**config.mk**
```make
export PLATFORM = sky130hd
export DESIGN_NAME = news_header_line_classifier_unit
export DESIGN_NICKNAME = d
export VERILOG_FILES = /design/src/hw/rtl/nhlc_pkg.sv /design/src/hw/rtl/news_header_line_classifier_unit.sv /design/src/hw/rtl/nhlc_cell.sv
export SDC_FILE = /design/constraint.sdc
export NUM_CORES = 1
export LEC_CHECK = 0
export ABC_AREA = 1
export BUFFER_PORTS_ARGS = -buffer_cell sky130_fd_sc_hd__buf_2
export CAP_MARGIN = 20
export CORE_MARGIN = 3
export CORE_UTILIZATION = 40
export CTS_CLUSTER_DIAMETER = 120
export DETAILED_ROUTE_END_ITERATION = 10
export MAX_ROUTING_LAYER = met4
export SETUP_SLACK_MARGIN = 0.02
export SKIP_LAST_GASP = 1
export SLEW_MARGIN = 20
export SYNTH_ARGS = -nofsm -noshare
export SYNTH_HDL_FRONTEND = slang
export SYNTH_SLANG_ARGS = --single-unit
```
**constraint.sdc**
```tcl
create_clock -name clk -period 4.5 [get_ports clk]
set_clock_uncertainty 0.05 [all_clocks]
set_input_delay 0 -clock clk [delete_from_list [all_inputs] [get_ports clk]]
set_output_delay 0 -clock clk [all_outputs]
set_load 0.05 [all_outputs]
```
**src/hw/rtl/nhlc_pkg.sv**
```systemverilog
// Shared types, constants and the header name table for the header line classifier.
`default_nettype none

package nhlc_pkg;

    localparam int NAME_COUNT    = 28;
    localparam int MAX_NAME_LEN  = 16;
    localparam int TABLE_LEN     = 28;
    localparam int NAME_TEXT_LEN = 16;
    localparam int POS_W = $clog2(((MAX_NAME_LEN > NAME_TEXT_LEN) ?
                                   MAX_NAME_LEN : NAME_TEXT_LEN) + 1);
    localparam int KIND_W = 5;

    localparam logic [KIND_W-1:0] KIND_NONE  = KIND_W'(0);
    localparam logic [KIND_W-1:0] KIND_OTHER = KIND_W'(27);

    localparam logic [7:0] CH_TAB   = 8'h09;
    localparam logic [7:0] CH_NL    = 8'h0A;
    localparam logic [7:0] CH_SPACE = 8'h20;
    localparam logic [7:0] CH_COLON = 8'h3A;
    localparam logic [7:0] CH_UC_A  = 8'h41;
    localparam logic [7:0] CH_UC_Z  = 8'h5A;
    localparam logic [7:0] CH_CASE  = 8'h20;
    localparam logic [7:0] CH_ASCII_MAX = 8'h7F;

    typedef enum logic [1:0] {
        LM_START   = 2'd0,
        LM_HEADER  = 2'd1,
        LM_DECIDED = 2'd2
    } line_mode_t;

    // Broadcast from the control section to every cell
    typedef struct packed {
        logic             take;
        logic             clear;
        logic [7:0]       lc;
        logic [POS_W-1:0] pos;
        logic [POS_W-1:0] pos_after;
    } cell_ctl_t;

    // One table entry as seen by a cell at the current position
    typedef struct packed {
        logic              present;
        logic [7:0]        ch;
        logic [POS_W-1:0]  len;
        logic [KIND_W-1:0] kind;
    } name_ent_t;

    // Priority chain passed from cell to cell
    typedef struct packed {
        logic              hit;
        logic [KIND_W-1:0] kind;
    } chain_t;

    // Lowercase names, right-justified in the literal
    localparam logic [8*NAME_TEXT_LEN-1:0] NAME_TEXT [TABLE_LEN] = '{
        "approved:", "article-i.d.:", "control:", "date-received:", "date:",
        "distribution:", "expires:", "followup-to:", "from:", "in-reply-to:",
        "keywords:", "lines:", "message-id:", "newsgroups:", "nf-from:",
        "nf-id:", "organization:", "path:", "posted:", "posting-version:",
        "references:", "relay-version:", "reply-to:", "sender:", "subject:",
        "summary:", "title:", "xref:"
    };

    localparam int NAME_LEN_TAB [TABLE_LEN] = '{
        9, 13, 8, 14, 5, 13, 8, 12, 5, 12, 9, 6, 11, 11, 8,
        6, 13, 5, 7, 16, 11, 14, 9, 7, 8, 8, 6, 5
    };

    localparam int NAME_KIND_TAB [TABLE_LEN] = '{
        21, 7, 11, 5, 4, 17, 6, 13, 1, 10, 20, 19, 8, 2, 23,
        22, 18, 14, 4, 15, 10, 16, 9, 12, 3, 25, 3, 24
    };

    function automatic logic [7:0] lower_byte(input logic [7:0] c);
        logic [7:0] r;
        r = c;
        if (c >= CH_UC_A && c <= CH_UC_Z) begin
            r = c + CH_CASE;
        end
        return r;
    endfunction

    function automatic name_ent_t name_entry(input int idx, input logic [POS_W-1:0] pos);
        name_ent_t                  e;
        logic [8*NAME_TEXT_LEN-1:0] txt;
        e   = '0;
        txt = '0;
        if (idx < TABLE_LEN) begin
            // left-justify so that byte k sits at a fixed place
            txt = NAME_TEXT[idx] << (8 * (NAME_TEXT_LEN - NAME_LEN_TAB[idx]));
            e.present = 1'b1;
            e.len     = POS_W'(NAME_LEN_TAB[idx]);
            e.kind    = KIND_W'(NAME_KIND_TAB[idx]);
            for (int k = 0; k < NAME_TEXT_LEN; k++) begin
                if (pos == POS_W'(k)) begin
                    e.ch = txt[8*(NAME_TEXT_LEN-1-k) +: 8];
                end
            end
        end
        return e;
    endfunction

endpackage

`default_nettype wire

```
**src/hw/rtl/news_header_line_classifier_unit.sv**
```systemverilog
// Top level of the header line classifier: line control, cell row and result register.
//
// Input channel (item_valid / item_stall): one byte ch per transfer, with
// line_end on the last byte of a line, or no_line to mark end of input.
// Result channel (result_valid / result_stall): header_kind, one transfer per
// line end and per no_line item; other bytes give no result.
// A row of NAME_COUNT cells, one per header name, compares every byte of a header line against
// all names in the same cycle; the first-match choice ripples along the row.
// The result is registered and shows in the cycle after the line end byte
// is taken. Throughput: one byte per cycle while the receiver does not stall,
// set by the single compare stage in each cell.
// Reset clears line state and the remembered kind; the next byte starts a new
// line. While the receiver stalls with a result waiting, item_stall is high
// and the result holds; otherwise the block takes a byte every cycle.
`default_nettype none

module news_header_line_classifier_unit (
    input  logic                          clk,
    input  logic                          rst_n,
    input  logic                          item_valid,
    output logic                          item_stall,
    input  logic [7:0]                    ch,
    input  logic                          line_end,
    input  logic                          no_line,
    output logic                          result_valid,
    input  logic                          result_stall,
    output logic [nhlc_pkg::KIND_W-1:0]   header_kind
);
    import nhlc_pkg::*;

    line_mode_t        mode_reg, mode_next, mode_eff;
    logic [POS_W-1:0]  pos_reg, pos_next, pos_after;
    logic [KIND_W-1:0] found_reg, found_next, found_eff;
    logic [KIND_W-1:0] last_reg, last_next;
    logic              colon_reg, colon_next, colon_eff;
    logic              space_reg, space_next, space_eff;
    logic              rvalid_reg, rvalid_next;
    logic [KIND_W-1:0] rkind_reg, rkind_next;

    logic              fire;
    logic              take;
    logic              clear;
    logic              emit;
    logic [KIND_W-1:0] decide_kind;
    logic [KIND_W-1:0] kind_res;

    cell_ctl_t         ctl;
    chain_t            chain [NAME_COUNT+1];

    assign item_stall   = rvalid_reg && result_stall;
    assign fire         = item_valid && !item_stall;
    assign result_valid = rvalid_reg;
    assign header_kind  = rkind_reg;

    // Line front end: classify the first byte, track colon and position
    always_comb
    begin
        mode_eff  = mode_reg;
        found_eff = found_reg;
        take      = 1'b0;
        if (fire && !no_line) begin
            unique case (mode_reg)
                LM_START:
                begin
                    priority if (ch > CH_ASCII_MAX || ch == CH_NL) begin
                        found_eff = KIND_NONE;
                        mode_eff  = LM_DECIDED;
                    end else if (ch == CH_SPACE || ch == CH_TAB) begin
                        found_eff = last_reg;
                        mode_eff  = LM_DECIDED;
                    end else begin
                        mode_eff  = LM_HEADER;
                        take      = 1'b1;
                    end
                end
                LM_HEADER:
                begin
                    take = 1'b1;
                end
                default:
                begin
                    take = 1'b0;
                end
            endcase
        end

        colon_eff = colon_reg;
        space_eff = space_reg;
        pos_after = pos_reg;
        if (take) begin
            if (!colon_reg) begin
                if (ch == CH_SPACE) begin
                    space_eff = 1'b1;
                end else if (ch == CH_COLON) begin
                    colon_eff = 1'b1;
                end
            end
            if (pos_reg < POS_W'(MAX_NAME_LEN)) begin
                pos_after = pos_reg + POS_W'(1);
            end
        end

        clear = fire && (no_line || line_end);

        ctl.take      = take;
        ctl.clear     = clear;
        ctl.lc        = lower_byte(ch);
        ctl.pos       = pos_reg;
        ctl.pos_after = pos_after;
    end

    assign chain[0] = '0;

    for (genvar i = 0; i < NAME_COUNT; i++) begin : g_cell
        nhlc_cell u_cell (
            .clk       (clk),
            .rst_n     (rst_n),
            .ctl       (ctl),
            .name      (name_entry(i, pos_reg)),
            .chain_in  (chain[i]),
            .chain_out (chain[i+1])
        );
    end

    // Line decision and next state
    always_comb
    begin
        if (!colon_eff || space_eff) begin
            decide_kind = KIND_NONE;
        end else if (chain[NAME_COUNT].hit) begin
            decide_kind = chain[NAME_COUNT].kind;
        end else begin
            decide_kind = KIND_OTHER;
        end

        emit      = 1'b0;
        kind_res  = KIND_NONE;
        last_next = last_reg;
        if (fire) begin
            if (no_line) begin
                emit      = 1'b1;
                last_next = KIND_NONE;
            end else if (line_end) begin
                emit      = 1'b1;
                kind_res  = (mode_eff == LM_HEADER) ? decide_kind : found_eff;
                last_next = kind_res;
            end
        end

        if (clear) begin
            mode_next  = LM_START;
            found_next = KIND_NONE;
            colon_next = 1'b0;
            space_next = 1'b0;
            pos_next   = '0;
        end else begin
            mode_next  = mode_eff;
            found_next = found_eff;
            colon_next = colon_eff;
            space_next = space_eff;
            pos_next   = pos_after;
        end

        // hold a waiting result until the receiver takes it
        rvalid_next = rvalid_reg;
        rkind_next  = rkind_reg;
        if (emit) begin
            rvalid_next = 1'b1;
            rkind_next  = kind_res;
        end else if (!result_stall) begin
            rvalid_next = 1'b0;
        end
    end

    always_ff @(posedge clk or negedge rst_n)
    begin
        if (!rst_n) begin
            mode_reg   <= LM_START;
            pos_reg    <= '0;
            found_reg  <= KIND_NONE;
            last_reg   <= KIND_NONE;
            colon_reg  <= 1'b0;
            space_reg  <= 1'b0;
            rvalid_reg <= 1'b0;
        end else begin
            mode_reg   <= mode_next;
            pos_reg    <= pos_next;
            found_reg  <= found_next;
            last_reg   <= last_next;
            colon_reg  <= colon_next;
            space_reg  <= space_next;
            rvalid_reg <= rvalid_next;
        end
    end

    always_ff @(posedge clk)
    begin
        rkind_reg <= rkind_next;
    end

    a_no_line_result: assert property (@(posedge clk) disable iff (!rst_n)
        fire && no_line |=> result_valid && header_kind == KIND_NONE && last_reg == KIND_NONE)
        else $error("end of input did not give a zero result");

    a_line_end_result: assert property (@(posedge clk) disable iff (!rst_n)
        fire && line_end |=> result_valid && mode_reg == LM_START && pos_reg == '0)
        else $error("line end did not give a result and restart the line");

    a_kind_range: assert property (@(posedge clk) disable iff (!rst_n)
        result_valid |-> header_kind <= KIND_OTHER)
        else $error("header kind out of range");

    a_mid_line_silent: assert property (@(posedge clk) disable iff (!rst_n)
        fire && !line_end && !no_line && !item_stall |=> !result_valid || $past(rvalid_reg))
        else $error("result without a line end");

endmodule

`default_nettype wire

```
**src/hw/rtl/nhlc_cell.sv**
```systemverilog
// One match cell: tracks a single header name and joins the first-match priority chain.
`default_nettype none

module nhlc_cell (
    input  logic               clk,
    input  logic               rst_n,
    input  nhlc_pkg::cell_ctl_t ctl,
    input  nhlc_pkg::name_ent_t name,
    input  nhlc_pkg::chain_t    chain_in,
    output nhlc_pkg::chain_t    chain_out
);
    import nhlc_pkg::*;

    logic match_reg;
    logic match_next;
    logic match_eff;
    logic hit;

    always_comb
    begin
        match_eff = match_reg;
        if (ctl.take && (ctl.pos < name.len) && (name.ch != ctl.lc)) begin
            match_eff = 1'b0;
        end
        match_next = ctl.clear ? 1'b1 : match_eff;
        hit = name.present && match_eff && (ctl.pos_after >= name.len);

        // earlier table entries win
        chain_out = chain_in;
        if (!chain_in.hit && hit) begin
            chain_out.hit  = 1'b1;
            chain_out.kind = name.kind;
        end
    end

    always_ff @(posedge clk or negedge rst_n)
    begin
        if (!rst_n) begin
            match_reg <= 1'b1;
        end else begin
            match_reg <= match_next;
        end
    end

endmodule

`default_nettype wire

```
==> results of run 1 <==
critical path, stage by stage (launching register included):
cell and delay [ns]:
dfrtp_1 0.43, buf_4 0.17, nand2_1 0.12, inv_4 0.07, buf_12 0.12, nand3_2 0.14
inv_1 0.14, buf_4 0.21, nor3_4 0.24, xor2_2 0.29, nand3_2 0.16, o41ai_4 0.36
buf_4 0.17, nand2_1 0.06, or2_1 0.27, nand4_2 0.14, nor2_4 0.06, nand2_1 0.09
inv_2 0.05, o31ai_1 0.07, inv_1 0.08, nor4_2 0.31, nand4_1 0.16, nand2_1 0.10
o21bai_1 0.07, nand2_1 0.09, inv_1 0.04
report_power, final:
part / total (mW) / internal [mW] / switching (mW)
logic: 3.39 / 1.27 / 2.11
clock network: 0.461 / 0.268 / 0.194
registers: 0.607 / 0.573 / 0.0343
total: 4.45 / 2.11 / 2.34
cell families (layout without fill, tap and decap cells):
group	Yosys count	count (layout)
buffers and inverters	165	381
adders and majority gates	5	5
and+or+nand+nor	690	691
xor gates and xnor gates	102	102
DFF	53	53
AOI/OAI and AO/OA	196	196
other	0	1
path summary, 6_finish.rpt:
kind                                        startpoint                     endpoint  slack (ns)  cells after the start
min                                           line_end                  last_reg[2]        0.12                      5
min in group asynchronous                        rst_n                    colon_reg        0.31                      3
max                                         pos_reg[1]               header_kind[1]       -0.02                     26
max reg2reg                                 pos_reg[1]               header_kind[1]       -0.02                     26
max in group asynchronous                        rst_n                   pos_reg[4]        3.62                      3
min reg2reg                g_cell[22].u_cell.match_reg  g_cell[22].u_cell.match_reg        0.42                      2
final cells by class:
cell class	instances	area [µm²]
fillers	1731	7220
multi-input cells	994	6120
repair buffers	258	2000
flip-flops and latches	53	1390
inverters	115	459
well taps	225	282
clock buffers	5	125
clock inverters	3	50.0
diodes	1	2.50
layout by cell type, fill, tap and decap left out, types with 13 or more instances in the layout:
cell type | synthesis | final
a21oi_1 | 56 | 49
nor2_2 | 16 | 23
nand3_1 | 95 | 75
nor2_1 | 115 | 95
inv_1 | 91 | 84
nand2_1 | 356 | 301
o21ai_0 | 73 | 63
inv_2 | 19 | 20
buf_4 | 5 | 219
nand2_2 | 20 | 58
xor2_1 | 101 | 95
nand3_2 | 9 | 20
dfstp_2 | 28 | 28
dfrtp_1 | 20 | 16
nor2_4 | 4 | 17
nand2_4 | 7 | 19
nor3_1 | 18 | 13
nand4_1 | 20 | 20
o21ai_1 | 16 | 16
buf_2 | 9 | 20
repair_timing:
item | 4_1_cts | 5_1_grt
endpoints found under the setup margin | 10 | 10
pin swaps | 9 | 58
hold buffers | 2 | 0
gates resized for setup | 29 | 203
gates cloned | 0 | 1
buffers inserted | 7 | 38
hold endpoints to repair | 21 | 0
layer usage:
metal | GRT usage, % | wire length, µm | vias to the layer above | part of all wire (%)
met5 | - | 0 | - | 0
met3 | 7.15 | 4110 | 111 | 11
met2 | 51.6 | 15500 | 579 | 41
met1 | 53.1 | 16100 | 4522 | 43
met4 | 11.9 | 1730 | 0 | 4.6
li1 | - | - | 4419 | -
metrics by stage:
stage                     setup TNS, ns  instances  setup slack (ns)  util [%]  area, µm²
after CTS                             0       1615            0.0212      52.9       9340
final                           -0.0154       1654           -0.0154      59.1      10400
after global routing              -1.56       1654            -0.244      59.1      10400
after floorplan                       0       1211             0.443         -       7350
after global placement            -2.48       1598            -0.387      50.7       8960
after detailed placement          -1.89       1598            -0.320      50.7       8960
==> metrics.txt, run 1 <==
clk slew on worst S/H paths 0.07 ns; overall power approximately 4.5 mW; Largest register FFs 28; post-synthesis mux area share 0%; Die Width 142 µm; Setup Viol. Count Final 1; gp weighted congestion between 1 and 1.5; final net count about 1400; gr ovfl total 0; max cap viols 0; LEAKAGE 5.37 nW; pwr/cell area between 400 and 500 nW/µm²; adder-cell share of the synthesized area 0.851%; XOR/XNOR share of the synthesized area about an eighth; Num CTS Buffers 5; number of flops mapped to enable cells by yosys 5; FFs w/ async S/R, synth between 90% and 100%; Synth Register Bits between 50 and 60; outcome finished, violations left; Starting Density 41.6%; CTS sink cnt 53; Worst Setup End Kind flip-flop; clock latency on the worst-skew pair approximately 0.30 ns; layout cells sized above 1 37.4%; top cells by area, synth nand2_1 (18%), xor2_1 (12%), dfstp_2 (10%), dfrtp_1 (6.8%), nand3_1 (6.5%); DIE AREA around 20000 µm²; Routed Wire Length ~37000 µm; PortBufs 20; PnR worst setup slack -0.0154 ns; vias in the first global route between 8000 and 9000; CTS root buf clkbuf_16; DR vias about 9600; GR Util All Layers a little under two fifths; Yosys top cell area share between 10% and 20%; largest net degree at the start of global routing ~50; period utilisation layout 100%; post-synthesis simple-gate area fraction 43.2%; Synth Area in Compound Gates between 10% and 20%; Detailed Place HPWL between 20000 and 30000 µm; Worst Hold Class in -> reg; largest area contributor in the netlist nand2_1; DR iter-0 viols between 1000 and 1500; Fin Hold WS ~0.12 ns; Via-to-Cell Ratio around 5.8; Clock Path Buffers 2; Die Ht 142 µm; # IOs 21; first-pass GRT wire length 54300 µm; H-tree depth 2; Slew Viols, Final 0; sequential area share after synthesis between 10% and 20%; final hold vios 0; final worst path period need 4.52 ns; Core Region around 18000 µm²; Slew @ Worst Pin ~0.65 ns; area delta synth->final 41.9%; crit path max fanout 8; top_reg_cell synth dfstp_2; Post-Syn Area per Cell between 6 and 7 µm²; CTS tree yes; initial antenna violation count 1; CP Launch Type flip-flop; largest family of logic cells by synthesized area simple AND/OR/NAND/NOR gates; Arr. time, crit path between 4 and 5 ns; CP required between 4 and 5 ns; Syn Nets about 1200; DRC Markers 0; Netlist cell types 57; Max Freq between 200 and 250 MHz; FP Rows 48; Synth Cell Area around 7400 µm²; VDD IR max about 190 µV; most frequent cell after synthesis nand2_1; Setup Crit Path Kind reg -> reg; Synth top cells by count nand2_1 (356), nor2_1 (115), xor2_1 (101), nand3_1 (95), inv_1 (91); number of synthesis warnings 0; Routed Antenna Nets 0; violated checks negative setup slack; RSZ-0062 raised after global routing true; Pre-antenna DRT Iters 6; WL/cell roughly 23 µm; Slew HR between 50% and 60%; Synth Instances 1211
No activity file was read; power rests on OpenSTA's default activity.
==> run 2, diff against run 1 <==
ABC_AREA = default   (was 1)
BUFFER_PORTS_ARGS = default   (was -buffer_cell sky130_fd_sc_hd__buf_2)
CAP_MARGIN = default   (was 20)
DONT_BUFFER_PORTS = 1   (was default)
==> run 2 against run 1 <==
Against the previous run: largest cell class unchanged; sequential cell count stayed put; worst hold slack got worse by 0.10 ns; clock-buffer cell count did not move; first-iteration DRC count rose by 68%; non-clock buffer count rose by 135; the run still ends with negative setup slack left; sequential power about the same; highest routed layer unchanged.
==> metrics.txt, run 2 <==
top cells by area, synth xnor2_1 (8.4%), dfstp_2 (8.3%), dfrtp_1 (5.6%), nand2_1 (5.3%), o21ai_0 (4.4%); vias in the first global route about 12000; DRC Markers 0; DR iter-0 viols between 1500 and 2000; WL/cell approximately 32 µm; GR Util All Layers 46.6%; crit path max fanout 7; number of synthesis warnings 0; Num CTS Buffers 5; final worst path period need approximately 4.5 ns; FFs w/ async S/R, synth between 90 and 100%; H-tree depth 2; Post-Syn Area per Cell roughly 7.3 µm²; Core Region between 20000 and 25000 µm²; sequential area share after synthesis approximately 16%; fin area around 13000 µm²; FILL cells a little under 2000; Arr. time, crit path 4.72 ns; outcome finished, violations left; CTS root buf clkbuf_16; Detailed Place HPWL about 44000 µm; Slew @ Worst Pin between 0.9 and 1 ns; most frequent cells in the layout buf_4 (362), nand2_1 (120), xnor2_1 (83); Largest register FFs 28; Synth Register Bits 53; Routed Antenna Nets 0; PortBufs 0; Netlist cell types about 120; number of flops mapped to enable cells by yosys 5; DR vias around 13000; first-pass GRT wire length a little over 80000 µm; Pre-antenna DRT Iters 7; Die Width around 160 µm; Worst Setup End Kind flip-flop; Via-to-Cell Ratio 7.09; worst path cell trace buf_6 -> ha_4 -> and4bb_2 -> a21oi_1 -> o21ai_0 -> xnor2_1 -> o2111ai_1 -> nor4b_1 -> a22o_1 -> a21o_1 -> or3b_4 -> nor4b_4 -> buf_4 -> a2111oi_4 -> buf_4 -> o311ai_4; PnR worst setup slack -0.0374 ns; clk slew on worst S/H paths roughly 0.090 ns; final hold vios 0; Yosys top cell area share around 8.4%; largest area contributor in the netlist xnor2_1; LEAKAGE ~5.3 nW; Worst Hold Class in -> reg; Slew HR 34.5%; top_reg_cell synth dfstp_2; Synth top cells by count nand2_1 (125), nor2_1 (89), xnor2_1 (85), o21ai_0 (79), a21oi_1 (63); Die Ht approximately 160 µm; Setup Crit Path Kind reg -> reg; crit-path most repeated cell buf_4; CP Buf/Inv Count 3; CP peak stage delay slightly below 0.8 ns; DIE AREA 24100 µm²; gp weighted congestion approximately 1.1; commonest non-fill, non-tap cell in the layout buf_4; initial antenna violation count 1; period utilisation layout 101%; area delta synth->final 43.9%; Fin Hold WS around 0.014 ns; Slew Viols, Final 0; gr ovfl total 0; max cap viols 0; Synth Cell Area 8900 µm²; Routed Wire Length between 50000 and 60000 µm; most frequent cell after synthesis nand2_1; pwr/cell area roughly 260 nW/µm²; Setup Viol. Count Final 4; Synth Instances between 1000 and 1500; FP Rows 53; layout cells sized above 1 39.3%; placed inst area ~12000 µm²; Clock Path Buffers 2; Max Freq ~220 MHz; CP Launch Type flip-flop; clock latency on the worst-skew pair about 0.32 ns; RSZ-0062 raised after global routing true; Syn Nets approximately 1200; final net count 1535; CTS sink cnt 53; Starting Density about two fifths; CP required between 4 and 5 ns; largest net degree at the start of global routing 52; violated checks negative setup slack; # IOs 21; VDD IR max between 150 and 200 µV; CP top delay family compound AO/OA/AOI/OAI gates; CTS tree yes; Worst path slowest cell a21oi_1
run 2: report_power, final:
| part | switching [mW] | total, mW | internal [mW] |
|---|---|---|---|
| Combinational | 1.24 | 2.27 | 1.02 |
| Sequential | 0.0471 | 0.605 | 0.558 |
| Clock | 0.230 | 0.446 | 0.216 |
run 2: worst paths after layout:
kind | slack (ns) | from | end | cells past startpoint
max | -0.04 | pos_reg[0] | last_reg[4] | 16
min | 0.01 | ch[5] | space_reg | 4
max reg2reg | -0.04 | pos_reg[0] | last_reg[4] | 16
min reg2reg | 0.42 | g_cell[19].u_cell.match_reg | g_cell[19].u_cell.match_reg | 2
max in group asynchronous | 3.80 | rst_n | g_cell[21].u_cell.match_reg | 2
min in group asynchronous | 0.28 | rst_n | mode_reg[1] | 2
run 2: what timing repair did:
action,4_1_cts,5_1_grt
setup buffers,7,27
resized for setup,32,129
hold endpoints to repair,53,0
hold buffers,6,0
setup endpoints to repair,10,10
pin swaps,4,42
run 2: cell type report:
type | instances | area, µm² | share of cell area [%]
multi-input combinational | 1040 | 7650 | 59.8
timing repair buffer | 393 | 3170 | 24.8
sequential | 53 | 1390 | 10.8
tap | 275 | 344 | 2.69
clock buffer | 5 | 125 | 0.977
inverter | 23 | 86.3 | 0.674
clock inverter | 3 | 28.8 | 0.225
antenna | 2 | 5.00 | 0.0391
run 2: cells by family (layout without fill, tap and decap cells):
kind of cell | Yosys count | after routing | synth area share (%)
flops | 53 | 53 | 15.6
buf+inv | 124 | 424 | 6.68
xor+xnor | 94 | 94 | 9.25
mux | 24 | 24 | 2.88
other cells | 0 | 2 | 0
simple gates | 514 | 514 | 32.0
compound gates | 403 | 403 | 32.9
fa+ha+maj | 5 | 5 | 0.703
run 2: stage by stage:
step | setup TNS, ns | utilization [%] | setup slack, ns | cells | power [mW]
after floorplan | 0 | - | 0.0850 | 1217 | 1.63
after global placement | -3.65 | 53.8 | -0.445 | 1744 | 2.54
after detailed placement | -4.51 | 53.8 | -0.552 | 1744 | 2.53
after CTS | -0.00840 | 55.9 | -0.00840 | 1765 | 3.04
after global routing | -0.532 | 59.8 | -0.136 | 1793 | 3.41
final | -0.0700 | 59.8 | -0.0374 | 1794 | 3.32
run 2: worst reg2reg max path, stage by stage, from the launching register on:
cell and delay [ns]:
dfrtp_2 0.45, buf_6 0.13, ha_4 0.19, and4bb_2 0.26, a21oi_1 0.78, o21ai_0 0.28, xnor2_1 0.19, o2111ai_1 0.18
nor4b_1 0.11, a22o_1 0.27, a21o_1 0.22, or3b_4 0.44, nor4b_4 0.32, buf_4 0.17, a2111oi_4 0.04, buf_4 0.16
o311ai_4 0.21
run 2: per-layer routing:
layer,up-vias,track usage (%),wire [µm]
met5,-,-,0
met1,6017,58.0,20500
met4,0,30.7,5210
li1,5229,-,-
met3,343,11.2,7720
met2,1123,67.0,23500
